--- src/tmd_pkg.sv ---
// shared types and constants for the primitive packet decoder
// no dependencies
package tmd_pkg;

  localparam int unsigned MaxPacketWords = 32;
  localparam int unsigned MaxVertices    = 8192;
  localparam int unsigned LenW           = 6;
  localparam int unsigned CntW           = 14;
  localparam int unsigned VertW          = 13;

  localparam logic [1:0] KIND_UNTEX  = 2'd0;
  localparam logic [1:0] KIND_TEX    = 2'd1;
  localparam logic [1:0] KIND_ERROR  = 2'd2;
  localparam logic [1:0] KIND_END    = 2'd3;

  localparam logic [0:0] REG_VERTEX_COUNT = 1'b0;
  localparam logic [0:0] REG_PRIM_COUNT   = 1'b1;

  localparam logic [23:0] Grey = 24'h808080;

  // packet classes decided by the front part
  typedef enum logic [3:0] {
    PK_NONE,
    PK_F3,
    PK_F3B,
    PK_G3,
    PK_FT3,
    PK_FT3B,
    PK_GT3,
    PK_GT3B,
    PK_F4,
    PK_G4,
    PK_ERR
  } pkind_e;

  // one finished packet handed from front to back
  typedef struct packed {
    pkind_e            pk;
    logic              obj_end;
    logic [7:0][31:0]  words;
  } job_t;

  // one result item
  typedef struct packed {
    logic [1:0]  kind;
    logic [12:0] va, vb, vc;
    logic [23:0] ca, cb, cc;
    logic [15:0] ta, tb, tc;
    logic [31:0] pp;
    logic        last;
  } res_t;

endpackage

--- src/tmd_front.sv ---
// front part: header parse, payload capture, packet classification
// depends on tmd_pkg
module tmd_front import tmd_pkg::*; (
  input  logic            clk_i,
  input  logic            rst_ni,
  input  logic            valid_i,
  output logic            ready_o,
  input  logic [31:0]     word_i,
  input  logic [CntW-1:0] prim_count_i,
  output logic            job_valid_o,
  input  logic            job_ready_i,
  output job_t            job_o
);

  logic [LenW-1:0]  len_q, len_d;
  logic [7:0]       flag_q, mode_q;
  logic [LenW-1:0]  pos_q;
  logic [CntW-1:0]  seen_q, seen_d;
  logic             halted_q;
  logic [7:0][31:0] words_q;

  logic [7:0]  hlen;
  logic        fire, is_hdr, bad, done;
  logic [CntW-1:0] lim, seen_inc;
  pkind_e      cls;

  // block only when the queue is full; halted swallows every word
  assign ready_o = halted_q || job_ready_i;
  assign fire    = valid_i && ready_o && !halted_q;
  assign is_hdr  = (len_q == '0);
  assign hlen    = word_i[15:8];
  assign bad     = (hlen == 8'd0) || (hlen > 8'(MaxPacketWords));
  assign done    = !is_hdr && ((pos_q + 1'b1) == len_q);
  assign lim      = (prim_count_i == '0) ? CntW'(1) : prim_count_i;
  assign seen_inc = seen_q + 1'b1;

  always_comb begin
    cls = PK_NONE;
    priority if (mode_q == 8'h20 && flag_q == 8'd0 && len_q == 6'd3) cls = PK_F3;
    else if (mode_q == 8'h30 && flag_q == 8'd0 && len_q == 6'd4) cls = PK_F3B;
    else if (mode_q == 8'h30 && flag_q == 8'd0 && len_q == 6'd6) cls = PK_G3;
    else if (mode_q == 8'h24 && flag_q == 8'd0 && len_q == 6'd5) cls = PK_FT3;
    else if (mode_q == 8'h34 && flag_q == 8'd0 && len_q == 6'd6) cls = PK_FT3B;
    else if (mode_q == 8'h25 && flag_q == 8'd1 && len_q == 6'd6) cls = PK_GT3;
    else if (mode_q == 8'h35 && flag_q == 8'd1 && len_q == 6'd8) cls = PK_GT3B;
    else if (mode_q == 8'h28 && flag_q == 8'd0 && len_q == 6'd4) cls = PK_F4;
    else if (mode_q == 8'h28 && flag_q == 8'd4 && len_q == 6'd7) cls = PK_G4;
    else cls = PK_NONE;
  end

  always_comb begin
    len_d  = len_q;
    seen_d = seen_q;
    job_valid_o  = 1'b0;
    job_o.pk     = cls;
    job_o.obj_end = (seen_inc >= lim);
    job_o.words  = words_q;
    if (pos_q < 6'd8) job_o.words[pos_q[2:0]] = word_i;
    if (fire) begin
      if (is_hdr) begin
        if (bad) begin
          job_valid_o = 1'b1;
          job_o.pk    = PK_ERR;
          job_o.obj_end = 1'b0;
        end else begin
          len_d = hlen[LenW-1:0];
        end
      end else if (done) begin
        len_d = '0;
        seen_d = job_o.obj_end ? '0 : seen_inc;
        job_valid_o = 1'b1;
      end
    end
  end

  always_ff @(posedge clk_i or negedge rst_ni) begin
    if (!rst_ni) begin
      len_q    <= '0;
      flag_q   <= '0;
      mode_q   <= '0;
      pos_q    <= '0;
      seen_q   <= '0;
      halted_q <= 1'b0;
    end else if (fire) begin
      len_q  <= len_d;
      seen_q <= seen_d;
      if (is_hdr) begin
        halted_q <= bad;
        flag_q   <= word_i[23:16];
        mode_q   <= word_i[31:24];
        pos_q    <= '0;
      end else begin
        pos_q <= done ? '0 : pos_q + 1'b1;
      end
    end
  end

  always_ff @(posedge clk_i) begin
    if (fire && !is_hdr && pos_q < 6'd8) words_q[pos_q[2:0]] <= word_i;
  end

endmodule

--- src/tmd_queue.sv ---
// two-entry job queue between front and back
// depends on tmd_pkg
module tmd_queue import tmd_pkg::*; (
  input  logic clk_i,
  input  logic rst_ni,
  input  logic in_valid_i,
  output logic in_ready_o,
  input  job_t in_i,
  output logic out_valid_o,
  input  logic out_ready_i,
  output job_t out_o
);

  job_t      mem_q [2];
  logic      wp_q, rp_q;
  logic [1:0] cnt_q;
  logic      push, pop;

  assign in_ready_o  = (cnt_q != 2'd2);
  assign out_valid_o = (cnt_q != 2'd0);
  assign out_o       = mem_q[rp_q];
  assign push = in_valid_i && in_ready_o;
  assign pop  = out_valid_o && out_ready_i;

  always_ff @(posedge clk_i or negedge rst_ni) begin
    if (!rst_ni) begin
      wp_q <= 1'b0; rp_q <= 1'b0; cnt_q <= '0;
    end else begin
      if (push) wp_q <= ~wp_q;
      if (pop)  rp_q <= ~rp_q;
      cnt_q <= cnt_q + {1'b0, push} - {1'b0, pop};
    end
  end

  always_ff @(posedge clk_i) begin
    if (push) mem_q[wp_q] <= in_i;
  end

endmodule

--- src/tmd_back.sv ---
// back part: triangle assembly, vertex checks, result sequencing
// depends on tmd_pkg
module tmd_back import tmd_pkg::*; (
  input  logic            clk_i,
  input  logic            rst_ni,
  input  logic            job_valid_i,
  output logic            job_ready_o,
  input  job_t            job_i,
  input  logic [CntW-1:0] vertex_count_i,
  output logic            res_valid_o,
  input  logic            res_ready_i,
  output res_t            res_o
);

  logic [1:0] step_q;   // results already sent for head job
  res_t       r0, r1, r2, sel;
  logic [1:0] n;
  logic [CntW-1:0] lim;
  logic       out_v_q;
  res_t       out_q;
  logic       take, adv, done;

  function automatic logic [7:0] pb(input logic [7:0][31:0] w, input int k);
    logic [2:0] wi;
    logic [4:0] bi;
    wi = 3'(k >> 2);
    bi = 5'((k % 4) * 8);
    return w[wi][bi +: 8];
  endfunction
  function automatic logic [15:0] ph(input logic [7:0][31:0] w, input int k);
    return {pb(w, k+1), pb(w, k)};
  endfunction
  function automatic logic [23:0] pc(input logic [7:0][31:0] w, input int k);
    return {pb(w, k+2), pb(w, k+1), pb(w, k)};
  endfunction

  assign lim = (vertex_count_i > CntW'(MaxVertices)) ? CntW'(MaxVertices) : vertex_count_i;

  function automatic logic ok(input logic [15:0] i, input logic [CntW-1:0] l);
    return {2'b0, i} < {4'b0, l};
  endfunction

  function automatic res_t mk_tri(input logic [1:0] k, input logic [15:0] i0, i1, i2,
                                  input logic [23:0] c0, c1, c2,
                                  input logic [15:0] t0, t1, t2, input logic [31:0] pp);
    res_t r;
    r.kind = k; r.va = i0[12:0]; r.vb = i2[12:0]; r.vc = i1[12:0];
    r.ca = c0; r.cb = c2; r.cc = c1; r.ta = t0; r.tb = t2; r.tc = t1;
    r.pp = pp; r.last = 1'b0;
    return r;
  endfunction

  always_comb begin
    logic [7:0][31:0] w;
    logic [15:0] i0, i1, i2, i3, o0, o1, o2;
    logic [23:0] c;
    logic tex, v3, v4;
    res_t er;
    w = job_i.words;
    er = '0;
    r0 = '0; r1 = '0; r2 = '0; n = 2'd0;
    c = pc(w, 0);
    i0 = '0; i1 = '0; i2 = '0; i3 = '0; o0 = '0; o1 = '0; o2 = '0;
    tex = 1'b0;
    unique case (job_i.pk)
      PK_F3:   begin i0 = ph(w, 6);  i1 = ph(w, 8);  i2 = ph(w, 10); end
      PK_F3B:  begin i0 = ph(w, 6);  i1 = ph(w, 10); i2 = ph(w, 14); end
      PK_G3:   begin i0 = ph(w, 14); i1 = ph(w, 18); i2 = ph(w, 22); end
      PK_FT3:  begin i0 = ph(w, 14); i1 = ph(w, 16); i2 = ph(w, 18); tex = 1'b1; end
      PK_FT3B: begin i0 = ph(w, 14); i1 = ph(w, 18); i2 = ph(w, 22); tex = 1'b1; end
      PK_GT3:  begin i0 = ph(w, 16); i1 = ph(w, 18); i2 = ph(w, 20); tex = 1'b1; end
      PK_GT3B: begin i0 = ph(w, 24); i1 = ph(w, 26); i2 = ph(w, 28); tex = 1'b1; end
      PK_F4:   begin i0 = ph(w, 6);  i1 = ph(w, 8);  i2 = ph(w, 10); i3 = ph(w, 12); end
      PK_G4:   begin i0 = ph(w, 18); i1 = ph(w, 20); i2 = ph(w, 22); i3 = ph(w, 24); end
      default: begin end
    endcase
    v3 = ok(i0, lim) && ok(i1, lim) && ok(i2, lim);
    v4 = v3 && ok(i3, lim);
    unique case (job_i.pk)
      PK_F3, PK_F3B: if (v3) begin
        r0 = mk_tri(KIND_UNTEX, i0, i1, i2, c, c, c, '0, '0, '0, '0); n = 2'd1;
      end
      PK_G3: if (v3) begin
        r0 = mk_tri(KIND_UNTEX, i0, i1, i2, pc(w, 0), pc(w, 4), pc(w, 8), '0, '0, '0, '0);
        n = 2'd1;
      end
      PK_FT3, PK_FT3B, PK_GT3, PK_GT3B: if (v3 && tex) begin
        r0 = mk_tri(KIND_TEX, i0, i1, i2, Grey, Grey, Grey, ph(w, 0), ph(w, 4), ph(w, 8),
                    {ph(w, 6), ph(w, 2)});
        n = 2'd1;
      end
      PK_F4: if (v4) begin
        r0 = mk_tri(KIND_UNTEX, i0, i1, i2, c, c, c, '0, '0, '0, '0);
        r1 = mk_tri(KIND_UNTEX, i1, i3, i2, c, c, c, '0, '0, '0, '0); n = 2'd2;
      end
      PK_G4: if (v4) begin
        r0 = mk_tri(KIND_UNTEX, i0, i1, i2, pc(w, 0), pc(w, 4), pc(w, 8), '0, '0, '0, '0);
        r1 = mk_tri(KIND_UNTEX, i1, i3, i2, pc(w, 4), pc(w, 12), pc(w, 8), '0, '0, '0, '0);
        n = 2'd2;
      end
      PK_ERR: begin
        er.kind = KIND_ERROR; r0 = er; n = 2'd1;
      end
      default: begin end
    endcase
    if (job_i.obj_end) begin
      er = '0; er.kind = KIND_END;
      unique case (n)
        2'd0: r0 = er;
        2'd1: r1 = er;
        default: r2 = er;
      endcase
      n = n + 2'd1;
    end
    unique case (step_q)
      2'd0: sel = r0;
      2'd1: sel = r1;
      default: sel = r2;
    endcase
    sel.last = (step_q + 2'd1 == n);
  end

  // free output slot or the slot drains this cycle
  assign take = !out_v_q || res_ready_i;
  assign adv  = job_valid_i && take;
  assign done = (n == 2'd0) || (step_q + 2'd1 >= n);
  assign job_ready_o = adv && done;
  assign res_valid_o = out_v_q;
  assign res_o       = out_q;

  always_ff @(posedge clk_i or negedge rst_ni) begin
    if (!rst_ni) begin
      step_q  <= '0;
      out_v_q <= 1'b0;
    end else begin
      if (take) out_v_q <= adv && (n != 2'd0);
      if (adv) step_q <= done ? 2'd0 : step_q + 2'd1;
    end
  end

  always_ff @(posedge clk_i) begin
    if (adv) out_q <= sel;
  end

endmodule

--- src/tmd_primitive_packet_decoder.sv ---
// primitive packet decoder: one stream word accepted per cycle while the queue has room,
// results one per cycle while the receiver is ready; after its final word, a packet's
// results pass through the job queue and then the output register; a quad or an object
// end holds its back job for each extra result, absorbed by the two-entry job queue
// reset: asynchronous active low, clears parser, packet count, halt flag and queue;
// payload storage is not cleared, registers return to vertex_count 1 and prim_count 1
module tmd_primitive_packet_decoder import tmd_pkg::*; (
  input  logic        clk_i,
  input  logic        rst_ni,
  input  logic        stream_word_valid_i,
  output logic        stream_word_ready_o,
  input  logic [31:0] stream_word_i,
  input  logic        cfg_we_i,
  input  logic [0:0]  cfg_index_i,
  input  logic [13:0] cfg_data_i,
  output logic        result_valid_o,
  input  logic        result_ready_i,
  output logic [1:0]  kind_o,
  output logic [12:0] vert_a_o,
  output logic [12:0] vert_b_o,
  output logic [12:0] vert_c_o,
  output logic [23:0] color_a_o,
  output logic [23:0] color_b_o,
  output logic [23:0] color_c_o,
  output logic [15:0] texcoord_a_o,
  output logic [15:0] texcoord_b_o,
  output logic [15:0] texcoord_c_o,
  output logic [31:0] page_and_palette_o,
  output logic        last_o
);

  logic [CntW-1:0] vcount_q, pcount_q;

  // configuration registers, written directly
  always_ff @(posedge clk_i or negedge rst_ni) begin
    if (!rst_ni) begin
      vcount_q <= CntW'(1);
      pcount_q <= CntW'(1);
    end else if (cfg_we_i) begin
      unique case (cfg_index_i)
        REG_VERTEX_COUNT: vcount_q <= cfg_data_i;
        default:          pcount_q <= cfg_data_i;
      endcase
    end
  end

  logic job_v, job_r, q_v, q_r;
  job_t job, qjob;
  res_t res;

  // front: parses headers and buffers payload words
  tmd_front u_front (
    .clk_i, .rst_ni,
    .valid_i(stream_word_valid_i), .ready_o(stream_word_ready_o), .word_i(stream_word_i),
    .prim_count_i(pcount_q),
    .job_valid_o(job_v), .job_ready_i(job_r), .job_o(job)
  );

  // decoupling queue
  tmd_queue u_queue (
    .clk_i, .rst_ni,
    .in_valid_i(job_v), .in_ready_o(job_r), .in_i(job),
    .out_valid_o(q_v), .out_ready_i(q_r), .out_o(qjob)
  );

  // back: builds triangles and sequences results
  tmd_back u_back (
    .clk_i, .rst_ni,
    .job_valid_i(q_v), .job_ready_o(q_r), .job_i(qjob),
    .vertex_count_i(vcount_q),
    .res_valid_o(result_valid_o), .res_ready_i(result_ready_i), .res_o(res)
  );

  assign kind_o             = res.kind;
  assign vert_a_o           = res.va;
  assign vert_b_o           = res.vb;
  assign vert_c_o           = res.vc;
  assign color_a_o          = res.ca;
  assign color_b_o          = res.cb;
  assign color_c_o          = res.cc;
  assign texcoord_a_o       = res.ta;
  assign texcoord_b_o       = res.tb;
  assign texcoord_c_o       = res.tc;
  assign page_and_palette_o = res.pp;
  assign last_o             = res.last;

endmodule

--- config.mk ---
export PLATFORM = sky130hd
export DESIGN_NAME = tmd_primitive_packet_decoder
export DESIGN_NICKNAME = d
export VERILOG_FILES = /design/src/tmd_pkg.sv /design/src/tmd_front.sv /design/src/tmd_queue.sv /design/src/tmd_back.sv /design/src/tmd_primitive_packet_decoder.sv
export SDC_FILE = /design/constraint.sdc
export NUM_CORES = 1
export LEC_CHECK = 0
export ABC_AREA = 1
export BUFFER_PORTS_ARGS = -buffer_cell sky130_fd_sc_hd__buf_2
export CORE_MARGIN = 2
export CORE_UTILIZATION = 25
export CTS_CLUSTER_SIZE = 16
export DETAILED_ROUTE_END_ITERATION = 6
export GPL_ROUTABILITY_DRIVEN = 0
export PLACE_DENSITY = 0.4
export SLEW_MARGIN = 20
export SYNTH_ARGS = -nofsm -noshare
export SYNTH_HDL_FRONTEND = slang
export SYNTH_HIERARCHICAL = 1
export SYNTH_SLANG_ARGS = --single-unit
--- constraint.sdc ---
create_clock -name clk_i -period 12.1 [get_ports clk_i]
set_input_delay 1.21 -clock clk_i [delete_from_list [all_inputs] [get_ports clk_i]]
set_output_delay 1.21 -clock clk_i [all_outputs]
set_load 0.1 [all_outputs]
==> reports/metrics.csv <==
metric,value,unit
slew_violations,0,
area_growth,15.9,%
reg2reg_from,u_queue/rp_q,
ys_warn_count,6,
syn-cell-area,0.0473,sq mm
reg2reg_slack,4.20,ns
holdPathEnd,pcount_q[0],
fin_area,0.0549,sq mm
cts.repair.resized,0,
hp-class,register to register,
min_path_cells,2,
cts_tree,yes,
totalNegativeSetupSlack,0,ns
cts_buffers,113,
clockBufferDepth,3,
min_period_over_period,0.653,
antenna_found_initial,7,
drt_iter0_markers,3403,
grt_pass1_vias,33200,
cts-root-buf,clkbuf_16,
core,0.188,sq mm
rsz0062_at_grt,no,
fin_worst_skew,0.0504,ns
clk_pin_slew,0.06,ns
max-vdd-ir-drop,0.000104,V
port-buffer-count,247,
period_minus_slack,7.90,ns
crit_arrival,8.45,ns
cpPeakStageDelay,0.70,ns
reg2reg_depth,30,
wire_per_inst,23.4,microns
place_inst,7556,
wirelength,182,mm
holdCritStartpoint,pcount_q[0],
grt_pass1_wl,256,mm
critPathCaptureType,register,
ant_nets,0,
outcome,finished clean,
worstSkewPairLatency,0.77,ns
start_kind,register,
die_height,439,microns
max_freq,127,MHz
drc,0,
postSynthCellCount,5016,
setup_violations,0,
drv_cap,0,
p_leak,22.7,nW
place_ws,4.23,ns
vias,36300,
finalHoldViolations,0,
crit_required,12.65,ns
cts_sinks,1002,
crit_top_cell,nand2_1,
tightest_slew,1.13,ns
critPathMaxFanout,69,
initial_core_util,0.252,
maxSlewHeadroom,0.241,
ioPinCount,248,
synth_area_per_cell,9.44,sq um
worst_path_max_delay_cell,nand3_1,
hold_buffers,0,
place_area,0.0511,sq mm
reg2reg_to,u_back/res_o[134],
final_nets,5304,
setup_ws,4.20,ns
rows,159,
crit_type,register to register,
dpl.hpwl,124,mm
vias_per_cell,4.67,
grt_usage,0.184,
final_layout_size_suffix_gt1_frac,0.0997,
postCtsSetupRepairBufs,0,
final_cells,7777,
dieArea,0.193,sq mm
firstDrtPassIters,6,
fin_util,0.292,
htreeDepth,3,
grt_max_degree,128,
powerDensity,136,mW/mm^2
syn_nets,5144,
dieWidth,439,microns
grt.overflow.total,0,
==> cell type report <==
type / instances / area (sq um)
Inverter: 328 / 1260
Multi-Input combinational cell: 3432 / 15400
Tap cell: 2495 / 3120
Timing Repair Buffer: 299 / 1690
Clock buffer: 146 / 3050
Antenna cell: 8 / 20.0
Sequential cell: 1002 / 29700
Clock inverter: 67 / 667
Fill cell: 19600 / 133000
==> metal layers <==
| metal | GRT usage | wire, microns | vias up |
|---|---|---|---|
| li1 | - | - | 17100 |
| met1 | 0.254 | 81600 | 17800 |
| met2 | 0.299 | 85400 | 1233 |
| met3 | 0.0220 | 9560 | 221 |
| met4 | 0.0593 | 5610 | 0 |
| met5 | 0 | 0 | - |
==> per-stage QoR <==
step           hold WS [ns]  total power (W)
3_3_place_gp          0.454          0.00403
2_1_floorplan         0.439          0.00393
4_1_cts               0.432          0.00756
6_report              0.464          0.00746
5_1_grt               0.492          0.00770
3_5_place_dp          0.458          0.00403
==> registers in the layout (all words and copies together), names as in the netlist, 6 cells and up <==
name             cells
u_queue/mem_q      490
u_front/flag_q       8
u_front/len_q        6
u_front/pos_q        6
u_front/mode_q       8
vcount_q            14
u_front/seen_q      14
u_front/words_q    240
u_back/res_o       194
pcount_q            14
==> how the worst max path moves through the flow <==
stage               cells after the start                  end  slack (ns)                 from
floorplan                               9  u_queue/mem_q[1][0]        3.02  stream_word_valid_i
global placement                       30    u_back/res_o[150]        4.57         u_queue/rp_q
detailed placement                     30    u_back/res_o[141]        4.23         u_queue/rp_q
CTS                                    30    u_back/res_o[141]        4.17         u_queue/rp_q
global route                           30    u_back/res_o[134]        3.67         u_queue/rp_q
finish                                 30    u_back/res_o[134]        4.20         u_queue/rp_q
==> report_power, final <==
group          internal (W)  switching [W]  total (W)
Clock               0.00203        0.00147    0.00350
Sequential          0.00375      0.0000131    0.00376
Combinational     0.0000455       0.000155   0.000200
Total               0.00582        0.00164    0.00746
==> critical path, delay by kind of cell (launching register included) <==
kind	cells	cell delay [ns]
compound gates	5	1.58
fa+ha+maj	2	0.56
buf+inv	7	1.71
flops	1	0.62
simple gates	16	3.11
==> cells in the final DEF (no fill, tap or decap), drive strengths merged, types with 3 or more instances in the layout <==
cell type	count
clkinvlp	4
o21bai	3
clkinv	49
a22o	5
bufinv	12
o21ai	498
nand2	2227
edfxtp	924
o221ai	11
dfrtp	76
o22ai	44
nand4	30
and3	10
clkbuf	146
xor2	8
nor3	60
nand3	161
nor3b	7
nor2	161
or2	5
a21oi	55
inv	330
nor4	12
buf	299
a211oi	19
and2	12
diode	8
ha	76
a221oi	16
(Power assumes the default switching activity.)
